$ cat config.mk
export PLATFORM = sky130hd
export DESIGN_NAME = rssd_queue
export DESIGN_NICKNAME = d
export VERILOG_FILES = /design/src/hw/rtl/rssd_pkg.sv /design/src/hw/rtl/rssd_queue.sv
export SDC_FILE = /design/constraint.sdc
export NUM_CORES = 1
export LEC_CHECK = 0
export BUFFER_PORTS_ARGS = -buffer_cell sky130_fd_sc_hd__buf_4
export CORE_MARGIN = 5
export CORE_UTILIZATION = 47
export CTS_CLUSTER_DIAMETER = 100
export DETAILED_ROUTE_END_ITERATION = 12
export PLACE_DENSITY = 0.77
export REMOVE_ABC_BUFFERS = 1
export SYNTH_ARGS = -nofsm -noshare
export SYNTH_HDL_FRONTEND = slang
export SYNTH_SLANG_ARGS = --single-unit
$ cat constraint.sdc
create_clock -name clk -period 4.21 [get_ports clk]
set_input_delay 0.421 -clock clk [delete_from_list [all_inputs] [get_ports clk]]
set_output_delay 0.421 -clock clk [all_outputs]
set_load 0.01 [all_outputs]
$ cat src/hw/rtl/rssd_pkg.sv
// package: shared types, constants and opcodes for the sprite span darkener
package rssd_pkg;
  localparam int SPRITE_WORDS = 65536;
  localparam int MAX_ROWS = 1024;
  localparam int AW = $clog2(SPRITE_WORDS);
  localparam int RW = $clog2(MAX_ROWS);
  localparam logic [15:0] DARK_MASK = 16'he79c;
  localparam logic [11:0] COUNT_MAX = 12'hfff;

  typedef enum logic [1:0] {
    OP_WRITE  = 2'd0,
    OP_READ   = 2'd1,
    OP_DARKEN = 2'd2,
    OP_NONE   = 2'd3
  } opcode_t;

  typedef enum logic [2:0] {
    ST_WRITTEN = 3'd0,
    ST_READ    = 3'd1,
    ST_DARK    = 3'd2,
    ST_BADROW  = 3'd3,
    ST_EMPTY   = 3'd4,
    ST_MARKED  = 3'd5
  } status_t;

  typedef enum logic [1:0] {
    CFG_WIDTH   = 2'd0,
    CFG_HEIGHT  = 2'd1,
    CFG_PRESENT = 2'd2
  } cfg_idx_t;

  // classified item handed from front to back
  typedef struct packed {
    logic [1:0]    kind;   // 0 word op, 1 immediate status, 2 walk
    opcode_t       op;
    status_t       status;
    logic [AW-1:0] addr;
    logic [15:0]   data;
    logic [RW-1:0] row;
    logic [12:0]   x;
    logic [12:0]   w;
  } job_t;

  localparam logic [1:0] K_WORD = 2'd0;
  localparam logic [1:0] K_IMM  = 2'd1;
  localparam logic [1:0] K_WALK = 2'd2;

  typedef enum logic [1:0] {
    F_CLEAR, F_IDLE, F_LOOK
  } fstate_t;

  typedef enum logic [3:0] {
    B_IDLE, B_WORD, B_RDOUT, B_ROWSZ, B_ROWSTEP, B_NSEG, B_SEGST, B_SEGCNT,
    B_SEGDEC, B_PXRD, B_PXWR, B_DONE
  } bstate_t;
endpackage

$ cat src/hw/rtl/rssd_queue.sv
// two-entry job queue between front and back
module rssd_queue import rssd_pkg::*; (
  input  logic clk,
  input  logic rst_n,
  input  logic push,
  input  job_t push_job,
  output logic full,
  output logic pop_valid,
  output job_t pop_job,
  input  logic pop
);
  job_t q_r [2];
  logic [1:0] cnt_r;
  logic rp_r, wp_r;
  logic do_pop;
  assign full = cnt_r[1];
  assign pop_valid = cnt_r != '0;
  assign pop_job = q_r[rp_r];
  assign do_pop = pop && pop_valid;
  always_ff @(posedge clk) begin
    if (push) q_r[wp_r] <= push_job;
    if (!rst_n) begin
      cnt_r <= '0; rp_r <= 1'b0; wp_r <= 1'b0;
    end else begin
      if (push) wp_r <= ~wp_r;
      if (do_pop) rp_r <= ~rp_r;
      cnt_r <= cnt_r + 2'(push) - 2'(do_pop);
    end
  end
endmodule

After elaboration in Yosys (flattened, before gate mapping) --
Memory sizes are Yosys's and may differ from the RTL's. A register that Yosys moved wholly into a read port is not among the register bits. Index checks and enable logic that the tools add are counted. W data, S select, Z words.
Storage, ports and cells: bits in registers 4, memory bits (writable) 150, word-level logic and storage cells 14, memories kept 1
Cells by class: add/subtract/negate cells 2, mux-type cells 4, bitwise logic cells 2, reduce and logical (&&, ||, !) cells 2
Memory list:
- q_r | words 2, bits a word 75, read ports 1, clocked after memory_dff 1, write ports 1, line rssd_queue.sv:12 | job_t q_r [2];
Operators with widths (count):
- $mux W1 | 4
- $add A2 B1 Y2 | 1
- $not A1 Y1 | 2
- $reduce_bool A2 Y1 | 1
- $sub A2 B1 Y2 | 1
- $logic_and A1 B1 Y1 | 1

Longest topological paths before layout --
depth in word-level cells 4, gate-level depth with buffers 6

Worst setup path before layout --
OpenSTA, ideal clock, no wires.
path kind input-to-reg, start input port push, end memory q_r[0][0] (netlist name), enable pin, arrival time 3.736 ns, data required time 3.692 ns, slack -0.045 ns, cell stages on the path 1, cells stage by stage nor2b_1
On the way: longest elaborated chain between the ends 2
RTL lines:
- start, declared | line rssd_queue.sv:5 | input logic push,
- $mux W1 | line rssd_queue.sv:21 | if (push) q_r[wp_r] <= push_job;
- $mux W1 (implied by the code) | line rssd_queue.sv:21
- end, declared | line rssd_queue.sv:12
No other way between the ends.

==> results.yml <==
die:
  dieArea_sq_mm: 0.0148
  placeableCoreArea_sq_mm: 0.0121
  dieHeight_um: 122
  start_util: 0.483
  io-pin-count: 156
  die_width_um: 122
  floorplan.rows: 40
setup_path:
  setup.reg_to_reg.worst_slack_ps: 2550
  timing.reg2reg.worst_path_depth: 1
  critical_path.reg2reg.endpoint: "q_r[1][61]$_DFFE_PP_"
  crit_cells: 3
  timing.critical_path.required_ps: 3790
  critical_path.most_common_cell: "buf_4"
  worstPathBufferInverterCount: 2
  worst_path_largest_cell_delay_ps: 740
  worst-setup-path-type: "register to primary output"
  path_cells: "buf_4 > mux2_2 > buf_4"
  critical_path_arrival_ps: 2150
  critical-path-slowest-cell: "dfxtp_4"
  cp-end-kind: "primary output"
  setup.worst_path.start_class: "register"
  rr_startpoint: "wp_r$_SDFFE_PN0P_"
  timing.critical_path.fanout_max: 36
  cpLargestDelayFamily: "flip-flops"
logic_synthesis:
  post_synth_most_frequent_cells: "150 x edfxtp_1, 50 x mux2_4, 25 x mux2_2"
  synth.top_cell.area_share: 0.770
  synth_area_leader_cell: "edfxtp_1"
  post_synth_main_area_contributors: "edfxtp_1 77%, mux2_4 13%, mux2_2 4.8%"
  yosysWarnings: 0
  seq_area_frac_synth: 0.787
  synthArstFlopShare: 0
  synth_enable_flop_cells: 150
  synth_area_per_cell_sq_um: 22.9
  synth-seq-cells: 155
  synth.distinct_cells: 16
  cell_area_after_synthesis_sq_mm: 0.00585
  synthesis.instances: 255
  yosys_most_used_dff: "edfxtp_1"
  yosysMostFrequentCell: "edfxtp_1"
timing:
  timing.final.hold_violations: 0
  tightest_slew_ps: 1020
  final_min_period_over_clock_period: 0.610
  fin_worst_skew_ps: 3.65
  setup_viol: 0
  post-route-min-period_ps: 2570
  timing.final.max_slew_violations: 0
  clock.fmax_ghz: 0.389
  timing.setup.tns_ps: 0
  grt_setup_unrepaired: "no"
  worst_slew_margin_rel: 0.318
clock_network:
  clkSlewWorstSetupHoldPaths_ps: 60
  clock_sinks: 155
  tritoncts: "yes"
  number_of_gates_given_a_new_drive_strength_after_cts: 0
  ctsHoldBuffers: 0
  clk_latency_ps: 410
  max-clock-path-buffers: 2
  post-cts-setup-buffer-count: 0
  htreeDepth: 4
  cts-root-buf: "clkbuf_16"
  numCtsBuffers: 17
worst_hold_path:
  worst_hold_startpoint: "push_job[12]"
  hold-path-cell-count: 1
  hp-class: "primary input to register"
  hold_path_end: "q_r[1][12]$_DFFE_PP_"
drt:
  detailed_route_wire_length_per_cell_um: 17.1
  route.final.wire_length_um: 10300
  detailroute.via_count: 2874
  drt-vias-per-instance: 4.75
  detail_route.drc_violations: 0
  drt_first_pass_iters: 4
  drtAntennaViolNets: 0
  drt-initial-drc-count: 175
pwr:
  p_leak_nw: 3.02
  p_per_area_mw_per_mm2: 538
  vdd_drop_max_mv: 0.366
global_routing:
  grt.met2_usage: 0.246
  global_route_usage_over_all_layers: 0.144
  antenna_found_initial: 1
  global_route.peak_usage_layer: "met2"
  grt.met3_usage: 0.0664
  first_global_vias: 3099
  total_congestion_overflow: 0
  globalRouteMet1Util: 0.156
  grt_pass1_wl_um: 15900
  grt_start_max_net_pins: 77
placed_design:
  gp_congestion: 0.700
  dpl.hpwl_um: 6850
  post-place-cells: 573
  dpl_cell_area_sq_mm: 0.00718
  numPortBuffers: 155
cells_and_area:
  post_route_cells_drive_above_1_share: 0.609
  area.growth.synth_to_final_pct: 32.6
  insertedDiodeCount: 0
  finish.utilization: 0.641
  finish.instance_area_sq_mm: 0.00776
  fillerInstances: 863
  final_nets: 505
  final_cells: 605
flow_run:
  number_of_maximum_capacitance_violations: 0
outcome:
  run_status: "complete, no violations"
[report_power, final]
part / switching (mW) / internal, mW
Sequential: 0.0770 / 1.80
Combinational: 0.334 / 0.523
Clock: 0.546 / 0.902
Total: 0.956 / 3.22
[logic make-up (layout without fill, tap and decap cells)]
kind of cell / after synthesis / after routing / share of synthesized area
simple gates: 8 / 8 / 0.00813
flops: 155 / 155 / 0.787
xor+xnor: 1 / 1 / 0.00385
buf+inv: 10 / 192 / 0.0145
compound gates: 2 / 2 / 0.00256
mux: 77 / 77 / 0.180
fa+ha+maj: 2 / 2 / 0.00428
[sequential cells by signal, summed over array words and instances, names as in the netlist, named ones only]
register,cells
cnt_r,2
q_r,150
rp_r,1
wp_r,1
[per-stage QoR]
stage	hold WS, ps	worst slack (ps)	power [mW]
6_report	194	1640	4.18
5_1_grt	167	1520	4.36
4_1_cts	167	1560	4.23
3_5_place_dp	458	2020	2.78
3_3_place_gp	452	2050	2.76
2_1_floorplan	452	-44.6	2.43
[layout make-up]
class / count / area, sq um / area share
flip-flops and latches: 155 / 4610 / 0.594
repair buffers: 158 / 1190 / 0.153
multi-input cells: 90 / 1170 / 0.151
clock buffers: 25 / 515 / 0.0664
well taps: 168 / 210 / 0.0271
clock inverters: 7 / 61.3 / 0.00790
inverters: 2 / 7.51 / 0.000967
[per-layer routing]
metal  share of wire  vias up
li1                -     1344
met4           0.016        2
met3           0.086       18
met1            0.39     1403
met5          0.0013        -
met2            0.51      107
[placed cells by master, fill, tap and decap left out, types with 2 or more instances in the layout]
master and n:
buf_4 158, clkbuf_1 2, clkbuf_16 17, clkbuf_8 6
clkinv_2 4, dfxtp_1 4, edfxtp_1 150, ha_1 2
inv_1 2, mux2_2 25, mux2_4 50, mux2i_1 2
nor2b_1 2, o21a_1 2
[how the worst max path moves through the flow]
stage                                      to  slack, ps      from
after detailed placement           pop_job[6]       2020  register
after global routing              pop_job[74]       1520  register
final                              pop_job[6]       1640  register
after floorplan           q_r[0][0]$_DFFE_PP_        -40      push
after CTS                          pop_job[6]       1560  register
after global placement            pop_job[13]       2050  register
Power figures use the tool's default switching activity.
