$ cat src/hw/rtl/rssd_pkg.sv
// package: shared types, constants and opcodes for the sprite span darkener
package rssd_pkg;
  localparam int SPRITE_WORDS = 65536;
  localparam int MAX_ROWS = 1024;
  localparam int AW = $clog2(SPRITE_WORDS);
  localparam int RW = $clog2(MAX_ROWS);
  localparam logic [15:0] DARK_MASK = 16'he79c;
  localparam logic [11:0] COUNT_MAX = 12'hfff;

  typedef enum logic [1:0] {
    OP_WRITE  = 2'd0,
    OP_READ   = 2'd1,
    OP_DARKEN = 2'd2,
    OP_NONE   = 2'd3
  } opcode_t;

  typedef enum logic [2:0] {
    ST_WRITTEN = 3'd0,
    ST_READ    = 3'd1,
    ST_DARK    = 3'd2,
    ST_BADROW  = 3'd3,
    ST_EMPTY   = 3'd4,
    ST_MARKED  = 3'd5
  } status_t;

  typedef enum logic [1:0] {
    CFG_WIDTH   = 2'd0,
    CFG_HEIGHT  = 2'd1,
    CFG_PRESENT = 2'd2
  } cfg_idx_t;

  // classified item handed from front to back
  typedef struct packed {
    logic [1:0]    kind;   // 0 word op, 1 immediate status, 2 walk
    opcode_t       op;
    status_t       status;
    logic [AW-1:0] addr;
    logic [15:0]   data;
    logic [RW-1:0] row;
    logic [12:0]   x;
    logic [12:0]   w;
  } job_t;

  localparam logic [1:0] K_WORD = 2'd0;
  localparam logic [1:0] K_IMM  = 2'd1;
  localparam logic [1:0] K_WALK = 2'd2;

  typedef enum logic [1:0] {
    F_CLEAR, F_IDLE, F_LOOK
  } fstate_t;

  typedef enum logic [3:0] {
    B_IDLE, B_WORD, B_RDOUT, B_ROWSZ, B_ROWSTEP, B_NSEG, B_SEGST, B_SEGCNT,
    B_SEGDEC, B_PXRD, B_PXWR, B_DONE
  } bstate_t;
endpackage

$ cat src/hw/rtl/rssd_front.sv
// front: classifies items, clips spans and keeps the row marks
module rssd_front import rssd_pkg::*; (
  input  logic          clk,
  input  logic          rst_n,
  input  logic          in_valid,
  output logic          in_ready,
  input  logic [1:0]    opcode,
  input  logic [15:0]   word_addr,
  input  logic [15:0]   word_data,
  input  logic [11:0]   row_index,
  input  logic [12:0]   x_start,
  input  logic [12:0]   span_width,
  input  logic [11:0]   field_width,
  input  logic [10:0]   field_height,
  input  logic          sprite_present,
  output logic          job_valid,
  output job_t          job
);
  logic marks_mem [MAX_ROWS];
  logic mark_rd_r;
  logic m_we, m_din;
  logic [RW-1:0] m_addr;
  fstate_t fst_r, fst_nxt;
  logic [RW-1:0] clr_r, clr_nxt;
  job_t job_r, job_nxt, job_c;
  logic cand_r, cand_nxt, cand_c;
  logic signed [14:0] x0, w0, w1, xe;
  logic bad;

  always_ff @(posedge clk) begin
    if (m_we) marks_mem[m_addr] <= m_din;
    mark_rd_r <= marks_mem[row_index[RW-1:0]];
  end

  always_ff @(posedge clk) begin
    if (!rst_n) begin
      fst_r <= F_CLEAR;
      clr_r <= '0;
    end else begin
      fst_r <= fst_nxt;
      clr_r <= clr_nxt;
    end
    job_r <= job_nxt;
    cand_r <= cand_nxt;
  end

  always_comb begin
    job_c = '0;
    job_c.op = opcode_t'(opcode);
    job_c.addr = word_addr[AW-1:0];
    job_c.data = word_data;
    job_c.row = row_index[RW-1:0];
    cand_c = 1'b0;
    bad = row_index[11] || ({1'b0, row_index} >= {2'b0, field_height}) ||
          ({1'b0, row_index} >= 13'(MAX_ROWS));
    x0 = 15'(signed'(x_start));
    w0 = 15'(signed'(span_width));
    if (x0 < 0) begin
      w0 = w0 + x0;
      x0 = '0;
    end
    xe = x0 + w0;
    w1 = w0;
    if ($signed({3'b0, field_width}) < xe) w1 = $signed({3'b0, field_width}) - x0;
    job_c.x = x0[12:0];
    job_c.w = w1[12:0];
    if (opcode == OP_WRITE || opcode == OP_READ) begin
      job_c.kind = K_WORD;
    end else begin
      job_c.kind = K_IMM;
      if (bad) job_c.status = ST_BADROW;
      else if (w1 <= 0) job_c.status = ST_EMPTY;
      else begin
        job_c.status = ST_DARK;
        cand_c = 1'b1;
        if (sprite_present) job_c.kind = K_WALK;
      end
    end
  end

  always_comb begin
    fst_nxt = fst_r; clr_nxt = clr_r; job_nxt = job_r; cand_nxt = cand_r;
    in_ready = 1'b0; job_valid = 1'b0; job = job_r;
    m_we = 1'b0; m_addr = job_r.row; m_din = 1'b1;
    case (fst_r)
      F_CLEAR: begin
        m_we = 1'b1; m_addr = clr_r; m_din = 1'b0;
        clr_nxt = clr_r + 1'b1;
        if (clr_r == RW'(MAX_ROWS - 1)) fst_nxt = F_IDLE;
      end
      F_IDLE: begin
        in_ready = 1'b1;
        if (in_valid && opcode != OP_NONE) begin
          job_nxt = job_c;
          cand_nxt = cand_c;
          fst_nxt = F_LOOK;
        end
      end
      F_LOOK: begin
        job_valid = 1'b1;
        if (cand_r) begin
          if (mark_rd_r) begin
            job.kind = K_IMM;
            job.status = ST_MARKED;
          end else begin
            m_we = 1'b1;
          end
        end
        fst_nxt = F_IDLE;
      end
      default: fst_nxt = F_IDLE;
    endcase
  end
endmodule

$ cat config.mk
export PLATFORM = sky130hd
export DESIGN_NAME = rssd_front
export DESIGN_NICKNAME = d
export VERILOG_FILES = /design/src/hw/rtl/rssd_pkg.sv /design/src/hw/rtl/rssd_front.sv
export SDC_FILE = /design/constraint.sdc
export NUM_CORES = 2
export LEC_CHECK = 0
export BUFFER_PORTS_ARGS = -buffer_cell sky130_fd_sc_hd__buf_2
export CORE_MARGIN = 4
export CORE_UTILIZATION = 61
export DETAILED_ROUTE_END_ITERATION = 8
export PLACE_DENSITY = 0.79
export RECOVER_POWER = 100
export SETUP_SLACK_MARGIN = 0.1
export SLEW_MARGIN = 20
export SYNTH_ARGS = -nofsm -noshare
export SYNTH_HDL_FRONTEND = slang
export SYNTH_SLANG_ARGS = --single-unit
$ cat constraint.sdc
create_clock -name clk -period 23.2 [get_ports clk]
set_clock_uncertainty 0.15 [all_clocks]
set_input_delay 6.96 -clock clk [delete_from_list [all_inputs] [get_ports clk]]
set_output_delay 6.96 -clock clk [all_outputs]
set_load 0.005 [all_outputs]
Yosys cells after proc, flatten, opt, wreduce, memory -nomap -nowiden
Memory sizes are Yosys's and may differ from the RTL's. A register that Yosys moved wholly into a read port is not among the register bits. Index checks and enable logic that the tools add are counted.

Equality and inequality tests: 7. Multipliers: 0. Reductions and logical operators: 10. Div/mod/pow operators: 0. Muxes and demuxes: 27. Bitwise gates (word level): 0. $lt $le $gt $ge: 5. Shifts and indexed selects: 0. Add/sub/neg operators: 4.

Operator list (number): $mux 15 (3); $add 15x15->15 (1); $le 15x1->1 const B (1); $lt 13x15->1 (1); $sub 13x15->15 (1); $add 13x13->14 (1); $mux 2 (7); $lt 13x1->1 const B (1); $ge 12x11->1 (1); $ge 12x11->1 const B (1); $mux 3 (4); $add 10x1->10 const B (1); $eq 10x10->1 const B (1); $mux 1 (10); $mux 10 (1); $ne 2x2->1 const B (3); $eq 2x1->1 const B (2); $logic_not 2->1 (2); $pmux 2 s2 (1); $reduce_and 2->1 (2); $logic_or 1x1->1 (3); $reduce_or 3->1 (1); $eq 2x2->1 const B (1); $pmux 1 s2 (1); 2 further kinds (2).

Output and inout port bits: 77. Memory bits (read-only): 0. Memories: 1. Bits in registers: 88. Latch bits: 0. Bits in writable memories: 1024.

Memories: marks_mem (words 1024, bits a word 1, read ports 1, clocked after Yosys merged registers in 1, write ports 1, RTL line rssd_front.sv:19) `logic marks_mem [MAX_ROWS];`.

Longest topological paths before layout
Word-level depth: 8. Depth in mapped cells: 27. Gate-level depth less buffers: 26.

Worst setup path before layout
No wires, ideal clock.

Path type: register to register. From: register fst_r[0]. To: memory marks_mem[808], enable pin. Library setup time: 0.300 ns. Stages on the path, launching flop included: 8. Slack: 2.145 ns. Data arrival time: 20.605 ns. Cell sequence: dfxtp_1 nor2_1 inv_2 buf_1 mux2i_1 or2_2 or2_2 nor2b_1.

Longest elaborated chain between the ends: 4. Elaborated cells on any way between the ends: 6. Classes of those cells: eq/ne: 1; mux: 4; reduce/logical: 1.

RTL lines: start, declared (RTL line rssd_front.sv:23) `fstate_t fst_r, fst_nxt;`; start signal, assigned (RTL line rssd_front.sv:40) `fst_r <= fst_nxt;`; $eq 2x2->1 or $logic_not 2->1 (tied branches) (RTL line rssd_front.sv:85) `case (fst_r)`; $pmux 1 s2 (RTL line rssd_front.sv:85); $mux 1 (RTL line rssd_front.sv:31) `if (m_we) marks_mem[m_addr] <= m_din;`; $mux 1 (implied by the code) (RTL line rssd_front.sv:31); end, declared (RTL line rssd_front.sv:19).

Several ways; a longest one is shown, not always the timed one.

==> out/results.ini <==
[timing]
whs_ns=0.368
fin_crit_ns=16.38
max_freq_mhz=61.1
hold_viol_final=0
fin_tns_setup_ns=0
slew_headroom_pct=-399
tightest_slew_ns=7.48
rsz0062_at_grt=no
setup_viol=0
period_share_pct=70.6
slew_viol_final=1375

[global_route]
grt_pass1_wl_um=185000
grt_pass1_vias=30200
grt_max_degree=163
antenna_found_initial=1
grt_use_total_pct=28.7
grt-ovfl-total=0

[cts]
root_buffer=clkbuf_16
insertion_delay_ns=0.67
cts_setup_buffers=0
h-tree-depth=3
tritoncts=built
clkSinkCount=1112
cts_resized=0
clk_pin_slew_worst_paths_ns=0.06
hold_buffers=0
cts_buffer_depth=3
numCtsBuffers=109

[synthesis]
syn_area_sq_um=50300
ys.flop_type=edfxtp_1
synth_edf_count=1099
yosys_warnings=0
synth_cell_types=64
synthesis.nets=3625
synthArstFlopShare_pct=0
synth_area_per_cell_sq_um=14.5
synthCells=3463
ys_ff_latch=1112
ys_seq_area_share_pct=66.2

[placed_design]
dp_hpwl_um=66900
port_buffers=174
gp_congestion=0.891

[outcome]
status=complete, but fails checks
violations=capacitance limit, slew limit

[floorplanning]
die_h_um=295
core_area_sq_um=81800
start_util_pct=61.4
io_pins=176
rows=105
dieWidth_um=295
fp.dieArea_sq_um=87100

[worst_hold_path]
whs_path_depth=2
hp-class=register to register

[critical_path]
r2r_cells=5
path_class=input port to register
worst_ep_arrival_time_ns=16.77
worst-path-buf-inv=3
worstPathCellList=buf_8, clkbuf_1, buf_4, mux4_2, mux4_2, a221oi_1, o221ai_1, mux4_2
critPathSlowestCell=clkbuf_1
path_delay_family=buffers and inverters
cp_max_fo=86
path_common_cell=mux4_2
worst_path_largest_cell_delay_ns=5.21
end_kind=register
startpoint_type=input port
worstPathRequired_ns=23.59
cp.depth=8

[detailed_routing]
drt-wirelength-per-cell_um=26.7
drt_iter0_markers=4348
viasPerCell=6.52
drc=0
num_vias=30000
drtAntennaViolNets=0
totalWireLength_um=123000
first_pass_iters=6

[job]
drv_cap=15

[pwr]
p_per_area_nw_per_um2=77.2
ir_drop_v=0.0000758
leakage_uw=0.0147

[cells_and_area]
drive_above_1_share_pct=18.9
final_nets=3601
area_growth_syn_to_layout_pct=8.90

-- power by group --
part | switching (uW) | leakage, uW | internal [uW] | total, uW
registers | 1.05 | 0.00831 | 2180 | 2180
clock network | 757 | 0.00178 | 1060 | 1820
logic | 136 | 0.00464 | 88.3 | 224
total | 894 | 0.0147 | 3330 | 4220
-- final timing paths --
check                    start         endpoint  slack, ns
hold / removal        clr_r[1]         clr_r[1]       0.37
setup / recovery  row_index[0]        mark_rd_r       6.82
hold reg to reg       clr_r[1]         clr_r[1]       0.37
setup reg to reg      fst_r[0]  marks_mem[1005]       8.18
-- through the flow --
step	area [sq um]	cells	util (%)	power, uW	setup WS [ns]
2_1_floorplan	50300	3463	-	2380	2.15
3_3_place_gp	51300	4398	62.6	2440	9.87
3_5_place_dp	51300	4398	62.6	2440	9.71
4_1_cts	54900	4600	67.1	4230	10.34
5_1_grt	54700	4600	66.9	4340	5.60
6_report	54700	4601	66.9	4220	6.82
-- cell usage after synthesis (all sizes together), types with 13 or more instances --
cell type	count	area [sq um]
a21o	20	150
a21oi	39	195
a22oi	20	150
and2	15	93.8
buf	133	868
clkbuf	217	815
dfxtp	13	260
edfxtp	1099	33000
ha	60	751
inv	44	165
mux2i	13	130
mux4	321	7230
nand2	122	458
nand2b	16	100
nand3	29	145
nor2	1067	4010
nor2b	16	100
nor3	16	80.1
o21ai	24	120
or2	14	87.6
xnor2	17	149
xor2	14	123
-- routing by layer --
layer | wire length, um | global-route usage (%) | vias up
li1 | - | - | 12600
met3 | 13500 | 5.23 | 393
met2 | 60900 | 47.0 | 1890
met4 | 6120 | 13.5 | 0
met1 | 42400 | 38.0 | 15100
met5 | 0 | 0 | -
-- cell usage in the layout, fill, tap and decap left out, types with 13 or more instances in the layout --
master and n:
edfxtp_1 1099, nor2_1 1066, mux4_2 321, clkbuf_16 111, buf_2 111, nand2_1 106, clkbuf_1 93, ha_1 60
inv_1 43, a21oi_1 38, clkinv_1 30, buf_4 28, o21ai_0 24, nand3_1 23, a21o_1 20, a22oi_1 20
xnor2_1 17, bufinv_16 17, clkinv_2 17, nand2b_1 16, nor3_1 16, nor2b_1 14, xor2_1 14, or2_2 14
nand2_2 14, mux2i_1 13, dfxtp_1 13
-- worst reg2reg max path, cell delays in order, from the launching register on --
cell,delay [ns]
dfxtp_1,0.40
nor2_1,0.35
clkinvlp_2,3.01
clkbuf_1,3.70
clkbuf_1,3.20
clkbuf_1,3.30
-- layout make-up --
type / count / area (sq um)
Antenna cell: 1 / 2.50
Clock buffer: 131 / 2850
Clock inverter: 71 / 801
Fill cell: 5465 / 27100
Inverter: 45 / 170
Multi-Input combinational cell: 1956 / 15300
Sequential cell: 1112 / 33300
Tap cell: 1070 / 1340
Timing Repair Buffer: 215 / 1070
-- logic make-up (layout without fill, tap and decap cells) --
group                    count (synthesis)  after routing  share of synthesized area, %
AND/OR/NAND/NOR                       1344           1344                          10.8
flip-flops                            1112           1112                          66.2
buffers and inverters                  395            462                          3.68
multiplexers                           339            339                          14.8
AO/OA/AOI/OAI                          178            178                          2.45
adder cells (fa/ha/maj)                 63             63                          1.61
XOR/XNOR                                31             31                         0.540
other                                    1              2                       0.00746
-- state kept, by name, summed over array words and instances (netlist names) --
register / cells
cand_r: 1
clr_r: 10
fst_r: 2
job: 69
job_r: 5
mark_rd_r: 1
marks_mem: 1024
No activity file was read; power rests on OpenSTA's default activity.
